--- src/rtl/sda_pkg.sv ---
// Shared types and constants for the scaled-decimal ALU.
// Operation and status codes, stage control struct and the power-of-ten helper.
package sda_pkg;

   localparam logic [2:0] OP_ADD     = 3'd0;
   localparam logic [2:0] OP_SUB     = 3'd1;
   localparam logic [2:0] OP_MUL     = 3'd2;
   localparam logic [2:0] OP_DIV     = 3'd3;
   localparam logic [2:0] OP_MUL_INT = 3'd4;
   localparam logic [2:0] OP_DIV_INT = 3'd5;

   localparam logic [1:0] ST_OK       = 2'd0;
   localparam logic [1:0] ST_DIV_ZERO = 2'd1;
   localparam logic [1:0] ST_INT_ZERO = 2'd2;

   localparam int SCALE_STEPS = 32;

   typedef struct packed {
      logic              valid;
      logic [2:0]        op;
      logic signed [6:0] exp;
      logic [1:0]        status;
      logic [4:0]        zeros;
   } sda_ctl_type;

   // 10^n modulo 2^64, evaluated at elaboration only
   function automatic logic [63:0] pow10_f(input int n);
      logic [63:0] p;
      p = 64'd1;
      for (int i = 0; i < n; i++) begin
         p = p * 64'd10;
      end
      return p;
   endfunction

endpackage

--- src/rtl/sda_div_stage.sv ---
// One restoring-division step: one quotient bit per stage on magnitudes,
// with the non-division result carried alongside. Depends on sda_pkg.
module sda_div_stage #(
   parameter int W = 32
) (
   input  logic                clock,
   input  logic                reset,
   input  sda_pkg::sda_ctl_type ctl_in,
   input  logic                qneg_in,
   input  logic [W-1:0]        num_in,
   input  logic [W-1:0]        den_in,
   input  logic [W-1:0]        rem_in,
   input  logic [W-1:0]        quo_in,
   input  logic [W-1:0]        res_in,
   output sda_pkg::sda_ctl_type ctl_out,
   output logic                qneg_out,
   output logic [W-1:0]        num_out,
   output logic [W-1:0]        den_out,
   output logic [W-1:0]        rem_out,
   output logic [W-1:0]        quo_out,
   output logic [W-1:0]        res_out
);
   import sda_pkg::*;

   logic [W:0]   trial;
   logic         fits;
   sda_ctl_type  ctl_ff;
   logic         qneg_ff;
   logic [W-1:0] num_ff, den_ff, rem_ff, quo_ff, res_ff;

   always_comb begin
      trial = {rem_in, num_in[W-1]};
      fits  = trial >= {1'b0, den_in};
   end

   always_ff @(posedge clock) begin
      if (reset) begin
         ctl_ff.valid <= 1'b0;
      end else begin
         ctl_ff.valid <= ctl_in.valid;
      end
      ctl_ff.op     <= ctl_in.op;
      ctl_ff.exp    <= ctl_in.exp;
      ctl_ff.status <= ctl_in.status;
      ctl_ff.zeros  <= ctl_in.zeros;
      qneg_ff <= qneg_in;
      num_ff  <= num_in << 1;
      den_ff  <= den_in;
      rem_ff  <= fits ? W'(trial - {1'b0, den_in}) : trial[W-1:0];
      quo_ff  <= {quo_in[W-2:0], fits};
      res_ff  <= res_in;
   end

   assign ctl_out  = ctl_ff;
   assign qneg_out = qneg_ff;
   assign num_out  = num_ff;
   assign den_out  = den_ff;
   assign rem_out  = rem_ff;
   assign quo_out  = quo_ff;
   assign res_out  = res_ff;

endmodule

--- config.mk ---
export PLATFORM = sky130hd
export DESIGN_NAME = sda_div_stage
export DESIGN_NICKNAME = d
export VERILOG_FILES = /design/src/rtl/sda_pkg.sv /design/src/rtl/sda_div_stage.sv
export SDC_FILE = /design/constraint.sdc
export NUM_CORES = 1
export LEC_CHECK = 0
export ABC_CLOCK_PERIOD_IN_PS = 2800
export BUFFER_PORTS_ARGS = -buffer_cell sky130_fd_sc_hd__buf_2
export CORE_AREA = 3 3 139 141
export DETAILED_ROUTE_END_ITERATION = 8
export DIE_AREA = 0 0 142 144
export GPL_ROUTABILITY_DRIVEN = 1
export PLACE_DENSITY = 0.68
export SLEW_MARGIN = 15
export SYNTH_ARGS = -nofsm -noshare
export SYNTH_HDL_FRONTEND = slang
export SYNTH_SLANG_ARGS = --single-unit
--- constraint.sdc ---
create_clock -name clock -period 2.8 [get_ports clock]
set_input_delay 0.28 -clock clock [delete_from_list [all_inputs] [get_ports clock]]
set_output_delay 0.28 -clock clock [all_outputs]
set_load 0.02 [all_outputs]
==> results.txt <==
The cell taking the most area after synthesis is dfxtp_1. The floorplan step set the die width to about 140 microns. The final core area utilization is around 57%. The number of clock sinks is 178. Grouping stages by cell kind, the critical path spends the most delay in buffers and inverters. Among all flip-flop cells after synthesis, the most frequent one is dfxtp_1. The HPWL after detailed placement is 15720 microns. The number of vias per cell is around 4.5. The post-synth net total is 740.

Once the floorplan was initialized, standard cells occupied 32.02% of the core. The worst endpoint required time is between 3 and 4 ns. VDD sags by at most 420.7 uV. The post-synthesis area per instance is 11.01 sq um. The part of the total power dissipated in combinational logic came out at 22.7%.

The initial antenna violation count is 0. For the final routed database, the setup TNS stands at 0 ns. The setup path with the least slack is of type input pin to flop. The post-synthesis share of cell area spent on full adders, half adders and majority gates is 7.260%.

In the final design database the tool counted 1298 nets. Buffers inserted during clock tree synthesis total 17. The total wire length after detailed routing is 21840 microns. In this run the vertical extent of the chip is 144 microns. The first-pass iteration count of the detailed router came out at 5. The worst hold slack after final layout came out at about 0.04 ns. The simple-gate share of the synthesized area came out at 8.146%.

The worst setup path is launched from an input pin. The sequential cells in the finished layout cover a total of 3563 sq um. The clock network fraction of design power came out at 35.3%. The fraction of layout instances using a drive strength above 1 came out at 43.39%. The number of pins exceeding their max-slew limit in the final report is 0. The count of unresolved DRC violations after routing is 0.

The layout overhead on the synthesized area came out at 79.00%. Setup repair after global routing left no endpoint under its margin. The worst slew margin relative to its limit came out at 64.26%. The routed wirelength normalized by instance count is 16.46 microns.

The wire length of the first global-routing pass is around 33000 microns. The synthesized netlist occupies a cell area of 5791 sq um. The post-placement cell area came out at 8310 sq um.

Leaving out fill and tap cells, the most frequent cells in the layout are buf_2, dfxtp_1, dlygate4sd3_1. The H-tree depth reported by CTS is 4. Summed over all layers, the global routing overflow is 0. The maximum fanout along the worst path is 7.

The clock transition at the registers of the reported paths is 0.07 ns. The smallest clock period supported by the final layout is computed as 2.610 ns. The post-route standard cell area excluding fillers is 10360 sq um. Max-cap violations in this run came to 0. Based on the critical path, the design can be clocked at up to 0.3832 GHz. At the pin with the least slew margin, the transition time is about 0.53 ns. The core region is 18090 sq um.

The share of the yosys chip area belonging to registers came out at 61.54%. The detailed router placed 5921 vias in this run. The total global routing track utilization came out at 20.76%. The longest clock path from root to sink contains 2 buffers. After floorplanning, the core was divided into 49 placement rows. Power spread over the standard cell area amounts to 641.6 nW/um^2. Counting stages on the worst path, the most repeated cell is buf_4.

Net switching is 30.28% of the power. The final number of hold-violating endpoints is 0. By area the synthesized netlist is led by dfxtp_1, ha_1, a21oi_1. The register bit count reported by yosys is 178. The synthesized netlist devotes 12.64% of its cell area to compound gates. The share of the cycle needed by the critical path after routing is 93.21%. The leakage power is 0.005126 uW. The footprint of the multi-input gates came out at 2115 sq um. The main combinational cell family by area after synthesis is compound AO/OA/AOI/OAI gates.

The sequential power share is 42.1%. For this run, the number of Yosys warnings is 0. Setup violations remaining at the end of the flow were counted as 0. On the critical path, the stage with the largest delay is an instance of dlygate4sd3_1. Routability-driven placement finished with a final weighted congestion of 0.8676. The number of DRC markers after the initial detailed-route iteration is 251. The endpoint arrival time on the critical path came out at 2.92 ns.

Counting the fill cells in the layout gives 1480. In this run the clock root is driven by a clkbuf_16. The critical path goes through dlygate4sd3_1 -> buf_2 -> inv_1 -> ha_1 -> and2_1 -> nand4_1 -> nor4_2 -> buf_4 -> nor4_2 -> o21a_1 -> o31ai_4 -> buf_4 -> buf_4 -> nor2_1 -> a21oi_1. The combined buffer and inverter count along the critical path is 6. In the synthesized netlist, the number of instances is 526. The path class of the tightest hold or removal check is input pin to flop. The total net switching power came out at 2013 uW. The multiplexer fraction of the synthesized cell area is 2.118%.

Of the total synthesized cell area, the portion taken by XOR and XNOR cells is 4.084%. The maximum number of pins on one net before global-route repair came out at 20. TritonCTS built the clock tree. In this run, synthesis inferred 0 flip-flops with an integrated enable.

The endpoint class of the critical path is a flop. The number of port buffers is roughly 360. The post-synthesis cell type count came out at between 40 and 50. The library cell used most frequently in the layout, excluding fill and tap cells, is buf_2. The number of top-level design ports is between 300 and 400. The count of nets left with antenna violations after detail routing came out at 0. The buffer count from post-CTS setup fixing came out at 0. On the worst path, the slowest cell contributes a delay of around 0.53 ns. The number of global-route vias before repair came out at 6180. The run finished with clean final reports. The die covers 20450 sq um.

The internal portion of the total power is 4637 uW. The top cell type by area accounts for 61.54% of the synthesized area. The share of flip-flops with an asynchronous set or reset came out at 0%.
stage by stage:
step / total power (uW) / setup WS [ns] / std cells
final: 6650 / 0.1901 / 1327
after global routing: 6965 / 0.02676 / 1326
after CTS: 6690 / 0.05856 / 1325
after detailed placement: 4183 / -0.2383 / 1150
after global placement: 4169 / -0.1910 / 1150
after floorplan: 3624 / 0.0008227 / 526
area by class of cell:
cell class                      instances  area share [%]
Antenna cell                            1         0.02414
Clock buffer                           18           4.141
Clock inverter                         14           1.569
Inverter                               38           1.449
Multi-Input combinational cell        291           20.40
Sequential cell                       178           34.38
Tap cell                              229           2.764
Timing Repair Buffer                  558           35.27
logic make-up (layout without fill, tap and decap cells):
kind of cell,count (synthesis),after routing
other cells,1,2
flops,178,178
mux,11,11
fa+ha+maj,33,33
simple gates,100,100
xor+xnor,27,27
compound gates,119,119
buf+inv,57,628
Yosys cell counts (2+ instances only):
cell type / count
a211oi_1: 3
a21o_1: 12
a21oi_1: 56
a2bb2oi_1: 2
a31oi_1: 5
and2_1: 2
and4_1: 2
buf_2: 8
buf_4: 4
clkbuf_1: 6
dfxtp_1: 178
ha_1: 32
inv_1: 38
mux2_1: 4
mux2_2: 6
nand2_1: 26
nand2b_1: 3
nand3_1: 8
nand4_1: 8
nor2_1: 35
nor2b_1: 4
nor3_1: 2
nor4_1: 4
o211ai_1: 4
o21a_1: 6
o21ai_0: 16
o21bai_1: 3
o22ai_1: 2
or4_1: 2
xnor2_1: 15
xor2_1: 12
metal layers:
metal  up-vias  GRT usage, %  wire (microns)
li1       2910             -               -
met1      2731         22.81            8445
met2       245         38.21           11510
met3        35         5.952            1344
met4         0         7.273             539
met5         -             0               0
state kept, by name, indices dropped and copies added (netlist names):
signal	flops
num_out	31
rem_out	32
ctl_out	18
quo_out	32
den_out	32
qneg_out	1
res_out	32
power groups by stage:
stage	Combinational [uW]	Clock [uW]	Sequential [uW]
after floorplan	490	0	3130
after global placement	1320	0	2850
after detailed placement	1330	0	2850
after CTS	1500	2390	2790
after global routing	1630	2520	2820
final	1510	2340	2800
repair_timing:
item,in CTS,in global routing
gates resized for setup,0,3
setup endpoints to repair,0,23
hold buffers,143,1
hold endpoints to repair,143,1
worst paths after layout:
check                 depth (start not counted)           to  slack, ns       start
worst min-delay path                          1   den_out[7]       0.04   den_in[7]
worst max-delay path                         15  rem_out[12]       0.19  den_in[20]
No activity file was read; power rests on OpenSTA's default activity.
