--- src/rtl/sda_pkg.sv ---
// Shared types and constants for the scaled-decimal ALU.
// Operation and status codes, stage control struct and the power-of-ten helper.
package sda_pkg;

   localparam logic [2:0] OP_ADD     = 3'd0;
   localparam logic [2:0] OP_SUB     = 3'd1;
   localparam logic [2:0] OP_MUL     = 3'd2;
   localparam logic [2:0] OP_DIV     = 3'd3;
   localparam logic [2:0] OP_MUL_INT = 3'd4;
   localparam logic [2:0] OP_DIV_INT = 3'd5;

   localparam logic [1:0] ST_OK       = 2'd0;
   localparam logic [1:0] ST_DIV_ZERO = 2'd1;
   localparam logic [1:0] ST_INT_ZERO = 2'd2;

   localparam int SCALE_STEPS = 32;

   typedef struct packed {
      logic              valid;
      logic [2:0]        op;
      logic signed [6:0] exp;
      logic [1:0]        status;
      logic [4:0]        zeros;
   } sda_ctl_type;

   // 10^n modulo 2^64, evaluated at elaboration only
   function automatic logic [63:0] pow10_f(input int n);
      logic [63:0] p;
      p = 64'd1;
      for (int i = 0; i < n; i++) begin
         p = p * 64'd10;
      end
      return p;
   endfunction

endpackage

--- src/rtl/sda_scale.sv ---
// Operand alignment: two register stages that scale the operand with fewer
// fractional digits by a power of ten. Depends on sda_pkg.
module sda_scale #(
   parameter int W = 32
) (
   input  logic                clock,
   input  logic                reset,
   input  logic                in_valid,
   input  logic [2:0]          op,
   input  logic [31:0]         a_m,
   input  logic [4:0]          a_e,
   input  logic [31:0]         b_m,
   input  logic [4:0]          b_e,
   output sda_pkg::sda_ctl_type ctl_out,
   output logic [W-1:0]        am_out,
   output logic [W-1:0]        bm_out,
   output logic [W-1:0]        mag_out,
   output logic                bneg_out
);
   import sda_pkg::*;

   logic [W-1:0] pow_tab [SCALE_STEPS];

   for (genvar g = 0; g < SCALE_STEPS; g++) begin : g_pow
      localparam logic [63:0] P = pow10_f(g);
      assign pow_tab[g] = P[W-1:0];
   end

   logic signed [63:0] a_ext, b_ext;
   logic [W-1:0]       am_w, bm_w;
   logic signed [4:0]  ae, be;
   logic               lt, scale_a;
   logic signed [5:0]  diff;
   logic [4:0]         steps;
   logic signed [4:0]  c;
   logic signed [6:0]  exp_w;

   sda_ctl_type  ctl0_ff, ctl0_in;
   logic [W-1:0] x_ff, x_in, f_ff, f_in, y_ff, y_in, mag_ff, mag_in;
   logic         sa_ff, bneg_ff;
   sda_ctl_type  ctl1_ff;
   logic [W-1:0] am1_ff, bm1_ff, mag1_ff;
   logic         bneg1_ff;
   logic [2*W-1:0] prod;

   always_comb begin
      a_ext   = 64'($signed(a_m));
      b_ext   = 64'($signed(b_m));
      am_w    = a_ext[W-1:0];
      bm_w    = b_ext[W-1:0];
      ae      = $signed(a_e);
      be      = $signed(b_e);
      lt      = ae < be;
      diff    = lt ? (6'(be) - 6'(ae)) : (6'(ae) - 6'(be));
      c       = lt ? be : ae;
      scale_a = lt || (op > OP_DIV);
      steps   = (op > OP_DIV) ? 5'd0 : diff[4:0];
      unique case (op)
         OP_ADD, OP_SUB: exp_w = 7'(c);
         OP_MUL:         exp_w = 7'(c) + 7'(c);
         OP_MUL_INT, OP_DIV_INT: exp_w = 7'(ae);
         default:        exp_w = 7'sd0;
      endcase
      ctl0_in        = '0;
      ctl0_in.valid  = in_valid;
      ctl0_in.op     = op;
      ctl0_in.exp    = exp_w;
      ctl0_in.status = ST_OK;
      x_in   = scale_a ? am_w : bm_w;
      y_in   = scale_a ? bm_w : am_w;
      f_in   = pow_tab[steps];
      mag_in = bm_w[W-1] ? (W'(0) - bm_w) : bm_w;
   end

   always_ff @(posedge clock) begin
      if (reset) begin
         ctl0_ff.valid <= 1'b0;
         ctl1_ff.valid <= 1'b0;
      end else begin
         ctl0_ff.valid <= ctl0_in.valid;
         ctl1_ff.valid <= ctl0_ff.valid;
      end
      ctl0_ff.op     <= ctl0_in.op;
      ctl0_ff.exp    <= ctl0_in.exp;
      ctl0_ff.status <= ctl0_in.status;
      ctl0_ff.zeros  <= ctl0_in.zeros;
      x_ff    <= x_in;
      y_ff    <= y_in;
      f_ff    <= f_in;
      mag_ff  <= mag_in;
      sa_ff   <= scale_a;
      bneg_ff <= bm_w[W-1];
      ctl1_ff.op     <= ctl0_ff.op;
      ctl1_ff.exp    <= ctl0_ff.exp;
      ctl1_ff.status <= ctl0_ff.status;
      ctl1_ff.zeros  <= ctl0_ff.zeros;
      am1_ff   <= sa_ff ? prod[W-1:0] : y_ff;
      bm1_ff   <= sa_ff ? y_ff : prod[W-1:0];
      mag1_ff  <= mag_ff;
      bneg1_ff <= bneg_ff;
   end

   assign prod     = (2*W)'(x_ff) * (2*W)'(f_ff);
   assign ctl_out  = ctl1_ff;
   assign am_out   = am1_ff;
   assign bm_out   = bm1_ff;
   assign mag_out  = mag1_ff;
   assign bneg_out = bneg1_ff;

endmodule

--- config.mk ---
export PLATFORM = sky130hd
export DESIGN_NAME = sda_scale
export DESIGN_NICKNAME = d
export VERILOG_FILES = /design/src/rtl/sda_pkg.sv /design/src/rtl/sda_scale.sv
export SDC_FILE = /design/constraint.sdc
export NUM_CORES = 2
export LEC_CHECK = 0
export BUFFER_PORTS_ARGS = -buffer_cell sky130_fd_sc_hd__buf_2
export CAP_MARGIN = 20
export CELL_PAD_IN_SITES_DETAIL_PLACEMENT = 0
export CELL_PAD_IN_SITES_GLOBAL_PLACEMENT = 1
export CORE_MARGIN = 5
export CORE_UTILIZATION = 25
export CTS_BUF_LIST = sky130_fd_sc_hd__clkbuf_16
export CTS_CLUSTER_SIZE = 25
export DETAILED_ROUTE_END_ITERATION = 12
export HOLD_SLACK_MARGIN = 0.12
export PLACE_DENSITY_LB_ADDON = 0.1
export SETUP_SLACK_MARGIN = 0.3
export SYNTH_ARGS = -nofsm -noshare
export SYNTH_HDL_FRONTEND = slang
export SYNTH_SLANG_ARGS = --single-unit
--- constraint.sdc ---
create_clock -name clock -period 7.79 [get_ports clock]
set_clock_uncertainty 0.05 [all_clocks]
set_input_delay 0.779 -clock clock [delete_from_list [all_inputs] [get_ports clock]]
set_output_delay 0.779 -clock clock [all_outputs]
set_load 0.005 [all_outputs]
==> results.toml <==
[route]
viasPerCell = 4.31
wl_per_cell_um = 21.2
drtAntennaViolNets = 0
wl_um = 85000
drt-initial-drc-count = 682
num_vias = 17300
drt_first_pass_iters = 5
drc = 0

[timing]
rsz0062_at_grt = "no"
finalWorstSetupSlack_ns = 0.553
max_slew_margin_pct = 37.5
setup_viol = 0
max_freq_mhz = 138
finalCriticalPeriod_ns = 7.24
worst_pin_slew_ns = 0.912
min_period_over_period_pct = 92.9
slew_violations = 0
hold_violations = 0

[yosys]
synth_edf_count = 0
synth_ff_type = "dfxtp_1"
syn_area_um2 = 24200
synthArstFlopShare_pct = 0
synth_cells = 2524
avgSynthCellArea_um2 = 9.60
synth_seq_area_share_pct = 20.4
synthDistinctLibCells = 63
ys_seq_elements = 247
yosys_warnings = 0

[outcome]
status = "finished clean"

[setup_path]
r2r_start = "f_ff[5]$_SDFF_PN0_"
reg2regPathDepth = 25
r2r_slack_ns = 0.55
crit_type = "reg2reg"
end_kind = "flip-flop"
cp_max_fo = 11
cp.required_ns = 8.18
cp-startpoint = "f_ff[5]$_SDFF_PN0_"
r2r-end = "am_out[30]$_DFF_P_"
arrival_ns = 7.63
start_kind = "flip-flop"

[worst_hold_path]
hold-path-cell-count = 0
whs_endpoint = "ctl_out[12]$_DFF_P_"
hp-start = "ctl0_ff[12]$_DFF_P_"
min_path_type = "reg2reg"

[layout]
final_common_cell = "fa_1"
final_net_count = 3340
nFillCells = 10400
final_layout_size_suffix_gt1_share_pct = 16.5
mostFrequentLayoutCells = "fa_1 (410), inv_1 (406), and2_1 (312), nand2_1 (306), dfxtp_1 (216)"
fin_util_pct = 29.1
syn_to_final_growth_pct = 15.9

[clock_network]
clkLatencyLatePin_ns = 0.59
cts_buffers = 29
clockRootBuffer = "clkbuf_16"
clk_path_buf_depth = 3
cts_tree = "built"
clock-sinks = 247
cts.clk_slew.worst_paths_ns = 0.06
cts_hold_buf = 0
htreeDepth = 1

[die]
io_pins = 195
core-area_um2 = 96400
dieArea_um2 = 103000
die_x_um = 321
start_util_pct = 25.1
rows = 114
fp.dieH_um = 321

[global_routing]
grt_use_total_pct = 16.4
grt_pass1_wl_um = 128000
grt_pass1_vias = 19100
grt_max_degree = 66
antenna_found_initial = 7
grt_overflow = 0

[placed_design]
pre_cts_slack_ns = -0.137
place.gp.congestion = 0.843
dp_hpwl_um = 70600
port-buffer-count = 187

[flow_run]
maxCapViolCount = 0
cell type report:
| cell class | instances | area [um^2] | share of cell area, % |
|---|---|---|---|
| flip-flops and latches | 247 | 5010 | 17.8 |
| multi-input cells | 1741 | 17300 | 61.5 |
| repair buffers | 283 | 1740 | 6.18 |
| well taps | 1276 | 1600 | 5.68 |
| clock inverters | 24 | 195 | 0.695 |
| diodes | 5 | 12.5 | 0.0445 |
| inverters | 406 | 1520 | 5.42 |
| clock buffers | 29 | 726 | 2.58 |
synth_stat cells, drive strengths merged, types with 5 or more instances:
library cell / count / area, um^2
xor2: 25 / 219
inv: 404 / 1520
xnor2: 90 / 788
a21o: 12 / 90.1
a21oi: 48 / 240
o41ai: 5 / 51.3
or3: 16 / 110
clkbuf: 123 / 462
o31ai: 11 / 82.6
mux2i: 12 / 120
o211ai: 5 / 37.5
nand3: 14 / 70.1
o21a: 6 / 45.0
nand2: 306 / 1150
ha: 142 / 1780
or4: 8 / 63.8
nor2b: 11 / 68.8
a31oi: 8 / 50.1
a211oi: 9 / 67.6
o21ai: 89 / 445
and2: 313 / 1960
o22ai: 9 / 56.3
fa: 410 / 8210
buf: 13 / 80.1
nand4: 5 / 31.3
mux2: 76 / 856
nor3: 9 / 45.0
dfxtp: 247 / 4940
nor2: 45 / 169
flip-flops by register name, summed over array words and instances, names as in the netlist, 10 cells and up:
name,count
am_out,32
bm_out,32
f_ff,32
mag_ff,32
mag_out,32
x_ff,32
y_ff,32
ctl0_ff,10
ctl_out,10
layer usage:
layer,global-route usage [%],vias up,part of all wire (%)
met5,0,-,0
met1,23.2,8841,48
met4,2.99,0,1.6
met3,1.84,64,3.1
met2,27.4,275,47
li1,-,8103,-
critical path, cell delays in order (launching register included):
cell and delay [ns]:
dfxtp_2 0.38, buf_4 0.20, and2_1 0.20, fa_1 0.56, fa_1 0.44, fa_1 0.53
inv_1 0.05, fa_1 0.48, inv_1 0.05, fa_1 0.50, inv_1 0.06, fa_1 0.53
inv_1 0.05, fa_1 0.39, fa_1 0.48, ha_1 0.30, a21oi_1 0.21, o21ai_0 0.14
a2111oi_2 0.41, buf_4 0.18, o41ai_1 0.07, a41oi_1 0.17, buf_4 0.18, o31a_1 0.18
xor2_2 0.20, o21ai_0 0.11
how the worst max path moves through the flow:
stage / end / slack (ns)
finish: am_out[30]$_DFF_P_ / 0.55
global route: am_out[30]$_DFF_P_ / 0.29
CTS: am_out[30]$_DFF_P_ / 0.31
detailed placement: bm_out[21]$_DFF_P_ / -0.14
global placement: bm_out[23]$_DFF_P_ / -0.26
floorplan: bm_out[28]$_DFF_P_ / 0.85
metrics by stage:
step | setup TNS [ns] | hold WS, ns | cell area [um^2] | cells
after detailed placement | -0.754 | 0.262 | 27000 | 3949
final | 0 | 0.269 | 28100 | 4011
after global placement | -1.83 | 0.260 | 27000 | 3949
after floorplan | 0 | 0.260 | 24300 | 2530
after global routing | 0 | 0.244 | 28100 | 4010
after CTS | 0 | 0.238 | 28000 | 4002
kinds of logic (layout without fill, tap and decap cells):
logic type                 after synthesis  count (layout)  synth area share, %
and+or+nand+nor                        739             739                 15.5
DFF                                    247             247                 20.4
AOI/OAI and AO/OA                      239             239                 6.13
adders and majority gates              552             552                 41.2
muxes                                   88              88                 4.03
xor gates and xnor gates               116             116                 4.25
other                                    1              12               0.0155
buffers and inverters                  542             742                 8.52
what timing repair did:
action / in CTS / in global routing
gates resized for setup: 23 / 32
setup buffers: 0 / 3
setup endpoints to repair: 22 / 17
pin swaps: 0 / 1
Power is not shown: default switching activity piles up to over one toggle a cycle in this logic, so the estimate is an artifact.
